`config.mk`:
```
export PLATFORM = sky130hd
export DESIGN_NAME = qrv_queue
export DESIGN_NICKNAME = d
export VERILOG_FILES = /design/src/qrv_pkg.sv /design/src/qrv_queue.sv
export SDC_FILE = /design/constraint.sdc
export NUM_CORES = 1
export LEC_CHECK = 0
export BUFFER_PORTS_ARGS = -buffer_cell sky130_fd_sc_hd__buf_4
export CORE_UTILIZATION = 30
export CTS_BUF_LIST = sky130_fd_sc_hd__clkbuf_16
export CTS_CLUSTER_SIZE = 24
export DETAILED_ROUTE_END_ITERATION = 7
export PLACE_DENSITY = 0.48
export REMOVE_ABC_BUFFERS = 1
export SYNTH_ARGS = -nofsm -noshare
export SYNTH_HDL_FRONTEND = slang
export SYNTH_SLANG_ARGS = --single-unit
export TNS_END_PERCENT = 5
```
`constraint.sdc`:
```
create_clock -name i_clk -period 13.3 [get_ports i_clk]
set_clock_uncertainty 0.1 [all_clocks]
set_input_delay 3.99 -clock i_clk [delete_from_list [all_inputs] [get_ports i_clk]]
set_output_delay 3.99 -clock i_clk [all_outputs]
set_load 0.01 [all_outputs]
```
`src/qrv_pkg.sv`:
```
// Package for the quaternion vector rotation block: widths, thresholds, shared types.
// No dependencies; every other file imports it.
`default_nettype none
package qrv_pkg;
    localparam int DW  = 16;          // data field width
    localparam int QF  = 13;          // quaternion fraction bits
    localparam int PW  = 2 * DW;      // quaternion component product
    localparam int MW  = PW + 2;      // rotation matrix entry (times n2)
    localparam int NW  = PW + 2;      // squared norm
    localparam int VW  = MW + DW;     // matrix entry times vector component
    localparam int AW  = VW + 2;      // row sum of three products
    localparam int RW  = AW + 2;      // divider remainder: 2*|num| + n2
    localparam int DVW = NW + 1;      // divisor: 2*n2
    localparam int QB  = DW + 2;      // quotient bits
    localparam int FAW = 2;           // queue address bits
    localparam int FIFO_DEPTH = 2 ** FAW;

    // floor(2^(2*QF) / 10^12): norm^2 at or below this counts as zero
    localparam longint unsigned THR_L = (64'd1 << (2 * QF)) / 64'd1000000000000;
    localparam logic [NW-1:0] THR = NW'(THR_L);

    typedef struct packed {
        logic [8:0][MW-1:0] mat;   // n2-scaled rotation matrix, row major, signed
        logic [2:0][DW-1:0] vec;   // signed vector
        logic [NW-1:0]      n2;
        logic               degen;
    } t_front;

    typedef struct packed {
        logic [2:0][DW-1:0] vec;
        logic [DVW-1:0]     dvs;
        logic               degen;
        logic [2:0]         neg;
    } t_side;
endpackage
`default_nettype wire

```
`src/qrv_queue.sv`:
```
// Short register queue between front and back ends.
// Depends on qrv_pkg.
`default_nettype none
module qrv_queue (
    input  wire logic             i_clk,
    input  wire logic             i_rst_n,
    input  wire logic             i_valid,
    output logic                  o_ready,
    input  wire qrv_pkg::t_front  i_item,
    output logic                  o_valid,
    input  wire logic             i_ready,
    output qrv_pkg::t_front       o_item
);
    import qrv_pkg::*;

    t_front         r_mem [FIFO_DEPTH];
    logic [FAW-1:0] r_wp, r_rp;
    logic [FAW:0]   r_cnt;
    logic           push, pop;

    assign o_ready = (r_cnt != (FAW+1)'(FIFO_DEPTH));
    assign o_valid = (r_cnt != '0);
    assign o_item  = r_mem[r_rp];
    assign push    = i_valid && o_ready;
    assign pop     = o_valid && i_ready;

    always_ff @(posedge i_clk) begin
        if (!i_rst_n) begin
            r_wp  <= '0;
            r_rp  <= '0;
            r_cnt <= '0;
        end else begin
            if (push) r_wp <= r_wp + 1'b1;
            if (pop)  r_rp <= r_rp + 1'b1;
            r_cnt <= r_cnt + (FAW+1)'(push) - (FAW+1)'(pop);
        end
    end

    always_ff @(posedge i_clk) begin
        if (push) r_mem[r_wp] <= i_item;
    end
endmodule
`default_nettype wire

```
; Yosys cells after proc, flatten, opt, wreduce, memory -nomap -nowiden
; Memories as Yosys holds them, arrays and structs flattened. A register that Yosys moved wholly into a read port is not among the register bits.
; Index checks and enable logic that the tools add are counted.
[classes]
add_sub_neg = 4
n_eq_ne = 1
n_mux = 4
n_reduce_logical = 3
[ops]
columns = op, n
row1 = 2-bit by 1-bit adder with 2-bit output (second input constant), 2
row2 = 2-bit two-way mux, 2
row3 = 3-bit by 1-bit adder with 3-bit output, 1
row4 = 3-bit != test (second input constant), 1
row5 = 3-bit nonzero test, 1
row6 = 3-bit by 1-bit subtractor with 3-bit output, 1
row7 = 1-bit logical AND, 2
row8 = 1-bit two-way mux, 2
[word_totals]
ff_bits = 7
ramBits = 1556
out_inout_bits = 391
word_cells = 16
mem_count = 1
[memory_table]
columns = name, depth, width, read_ports, rd_ports_with_merged_regs, wr, line
row1 = r_mem, 4, 389, 1, 1, 1, qrv_queue.sv:16  ; t_front r_mem [FIFO_DEPTH];

; Logic depth before layout (Yosys ltp)
[logic_depth]
ltp_word = 4
ltp_mapped = 11

; Least setup slack after synthesis
; OpenSTA, ideal clock, no wires.
[synth_timing]
path_type = in2reg
startpoint = input i_valid
endpoint = memory r_mem[2][0] (netlist bit) (enable)
setup_time_ns = 0.802
arrival_ns = 13.201
required_time_ns = 12.398
setup_slack_ns = -0.803
cell_stages = 2
path_cell_list = a21boi_1 > and2_1
[synth_via]
elab_chain_cells = 3
[synth_rtl]
columns = element, line
row1 = "start, declared", qrv_queue.sv:7  ; input wire logic i_valid,
row2 = 1-bit logical AND, qrv_queue.sv:24  ; assign push = i_valid && o_ready;
row3 = 1-bit two-way mux, qrv_queue.sv:40  ; if (push) r_mem[r_wp] <= i_item;
row4 = 1-bit two-way mux (implied by the code), qrv_queue.sv:40
row5 = "end, declared", qrv_queue.sv:16
; Every way passes these cells.

==> key figures <==
GRT
  • GR Overflow Total: 0
  • Initial antenna violation count: 23
  • Global-route wire length before repair: 197 mm
  • Overall global routing resource usage: 14.3%
  • Via count of the first global-routing pass: 27.6k
  • Largest net degree at the start of global routing: 145

STA
  • Final period utilization: 61.8%
  • Post-Route Setup TNS: 0 ns
  • Clock period minus final worst setup slack: 8.22 ns
  • Number of max-slew violations in the final report: 0
  • Unrepaired setup endpoints after global routing: false
  • Final-report setup violation count: 0
  • Worst-Margin Slew: 1.18 ns
  • Final Hold Violating Endpoints: 0
  • Highest clock rate: 122 MHz
  • Rel. slew slack: 21.1%

Synth
  • Count of synthesis-stage warnings from yosys: 0
  • Fraction of the yosys area taken by sequential cells: 82.9%
  • Unique cell type count in the Yosys netlist: 21
  • Largest cells by area after synthesis: sky130_fd_sc_hd__edfxtp_1 (83%), sky130_fd_sc_hd__mux4_2 (15%), sky130_fd_sc_hd__buf_6 (0.66%)
  • Count of mapped cells out of synthesis: 2079
  • Number of synthesized register bits: 1565
  • Fraction of synthesized cell area taken by the top area cell type: 82.6%
  • Largest area contributor in the netlist: sky130_fd_sc_hd__edfxtp_1
  • Area of the mapped netlist: 0.0566 sq mm
  • Mean cell area of the mapped netlist: 27.2 sq um

Routing
  • Via count of the routed design: 25.3k
  • Total Routed Length: 138 mm
  • Met1 routed wirelength after detailed routing: 50.0 mm
  • Detail Route met3 WL: 8.02 mm
  • DR pass1 iterations: 5
  • Routed met2 length: 73.9 mm
  • Avg WL per Cell: 24.6 um
  • # DRC: 0
  • Post-route antenna net violation count: 0
  • Top sig layer: met5
  • Number of DRC markers in iteration 0: 1351
  • Number of vias per cell after detailed routing: 4.51

CTS
  • Root buffer cell: sky130_fd_sc_hd__clkbuf_16
  • Clock latency at the later pin of the worst-skew pair: 0.80 ns
  • Clock Pin Slew Worst Setup and Hold Paths: 0.06 ns
  • CTS Hold Buffers Added: 0
  • Post-cts repair resize count: 0
  • Clock tree buffer depth: 3
  • Clock tree from TritonCTS: built
  • Total number of H-tree levels: 4
  • Cts bufs inserted: 169
  • Clk sink count: 1565
  • Post-CTS setup buffer count: 0

Floorplan
  • Die Ht: 436 um
  • Starting density of the core: 30.2%
  • Boundary pin count: 784
  • Die span in x: 436 um
  • Core footprint: 0.188 sq mm
  • Area of the die: 0.190 sq mm
  • Number of core rows: 159

Critical path
  • Required time of the worst setup path: 9.21 ns
  • Critical path endpoint category: primary output
  • Arrival time at the worst endpoint: 4.13 ns
  • Critical path fanouts, max: 46
  • Startpoint types: flip-flop
  • Crit Path Category: reg2out

Finish
  • Number of nets in the layout: 3375
  • Final standard cell area without fillers: 0.0707 sq mm
  • Share of the core filled with cells in the final layout: 37.7%
  • Final instance count without filler cells: 5617
  • Area growth from synthesis to layout: 24.9%
  • Share of final-layout standard cells stronger than drive strength 1: 46.1%

Min path
  • Worst min-delay path class: reg2reg

Placement
  • Placed inst area: 0.0653 sq mm
  • Placer Congestion: 0.763
  • Number of I/O port buffers: 783
  • Half-perimeter wire length after detailed placement: 87.5 mm
  • Total placed cells including tap cells: 5299

Power and ir drop
  • Peak supply drop: 0.126 mV
  • Leakage: 23.2 nW
  • Overall Power: 13.8 mW
  • Power density over the cells: 195 mW/mm^2

Status
  • Run status: finished clean

Job
  • Max-capacitance violation count: 0
per-layer routing:
layer	vias to the layer above	GRT usage, %
met1	13500	15.6
met3	254	4.20
met4	4	7.04
li1	10900	-
met2	705	25.3
met5	-	0
synth_stat cells (all sizes together):
master and instances:
and2 7, edfxtp 1556, or3 1, buf 77
o31a 1, o311ai 1, dfxtp 9, nor2b 3
clkbuf 10, ha 6, mux2i 2, nand2 5
xnor2 4, nor2 1, a21boi 1, inv 5
mux4 389, fa 1
layout by cell type (no fill, tap or decap), types with 2 or more instances in the layout:
cell	Yosys	routed
sky130_fd_sc_hd__and2_1	7	3
sky130_fd_sc_hd__xnor2_1	4	4
sky130_fd_sc_hd__edfxtp_1	1556	1556
sky130_fd_sc_hd__clkinv_16	0	2
sky130_fd_sc_hd__dfxtp_1	9	7
sky130_fd_sc_hd__diode_2	0	15
sky130_fd_sc_hd__nand2_1	5	5
sky130_fd_sc_hd__clkinv_2	0	26
sky130_fd_sc_hd__nor2b_1	3	3
sky130_fd_sc_hd__buf_4	3	800
sky130_fd_sc_hd__inv_1	5	37
sky130_fd_sc_hd__clkinvlp_4	0	3
sky130_fd_sc_hd__inv_16	0	3
sky130_fd_sc_hd__bufinv_16	0	13
sky130_fd_sc_hd__ha_1	6	6
sky130_fd_sc_hd__buf_12	0	12
sky130_fd_sc_hd__dfxtp_4	0	2
sky130_fd_sc_hd__inv_6	0	7
sky130_fd_sc_hd__mux4_2	389	389
sky130_fd_sc_hd__clkinv_1	0	45
sky130_fd_sc_hd__and2_4	0	4
sky130_fd_sc_hd__mux2i_1	2	2
sky130_fd_sc_hd__clkbuf_16	0	171
flip-flops by register name (all words and copies together) (netlist names), named ones only:
register	flops
r_mem	1556
r_rp	2
r_wp	2
r_cnt	3
worst max-delay path, cell delays in order (launching register included):
cell,delay [ns]
sky130_fd_sc_hd__dfxtp_4,0.80
sky130_fd_sc_hd__buf_4,0.75
sky130_fd_sc_hd__buf_4,0.85
sky130_fd_sc_hd__mux4_2,0.62
sky130_fd_sc_hd__buf_4,0.16
area by class of cell:
class	instances	area [sq um]
inverters	5	18.8
well taps	2495	3120
flip-flops and latches	1565	46900
repair buffers	812	6250
clock inverters	132	1030
diodes	15	37.5
clock buffers	171	4280
fillers	16900	117000
multi-input cells	422	9040
path summary, 6_finish.rpt:
| path | from | end | slack [ns] | cells after the start |
|---|---|---|---|---|
| min reg2reg | r_wp[0] | r_wp[0] | 0.42 | 2 |
| max reg2reg | r_cnt[1] | r_mem[3][75] | 9.31 | 5 |
| max | flip-flop | o_item[14] | 5.08 | 4 |
| min | r_wp[0] | r_wp[0] | 0.42 | 2 |
cells by family (layout without fill, tap and decap cells):
group	after synthesis	after routing	synth area share [%]
compound gates	3	3	0.0442
xor+xnor	4	4	0.0619
fa+ha+maj	7	7	0.168
buf+inv	92	1120	1.15
flops	1565	1565	82.9
mux	391	391	15.5
other cells	0	15	0
simple gates	17	17	0.161
report_power, final:
part	switching, mW	internal (mW)	leakage (nW)
Combinational	1.67	1.54	6.14
Clock	1.89	2.58	2.72
Sequential	0.131	5.98	14.3
Total	3.69	10.1	23.2
per-stage QoR:
stage                     hold WS (ns)  worst slack (ns)
after floorplan                  0.368             -7.78
after global placement           0.376              5.76
after detailed placement         0.410              5.72
after CTS                        0.420              4.79
after global routing             0.453              4.65
final                            0.425              5.08
(Power assumes the default switching activity.)
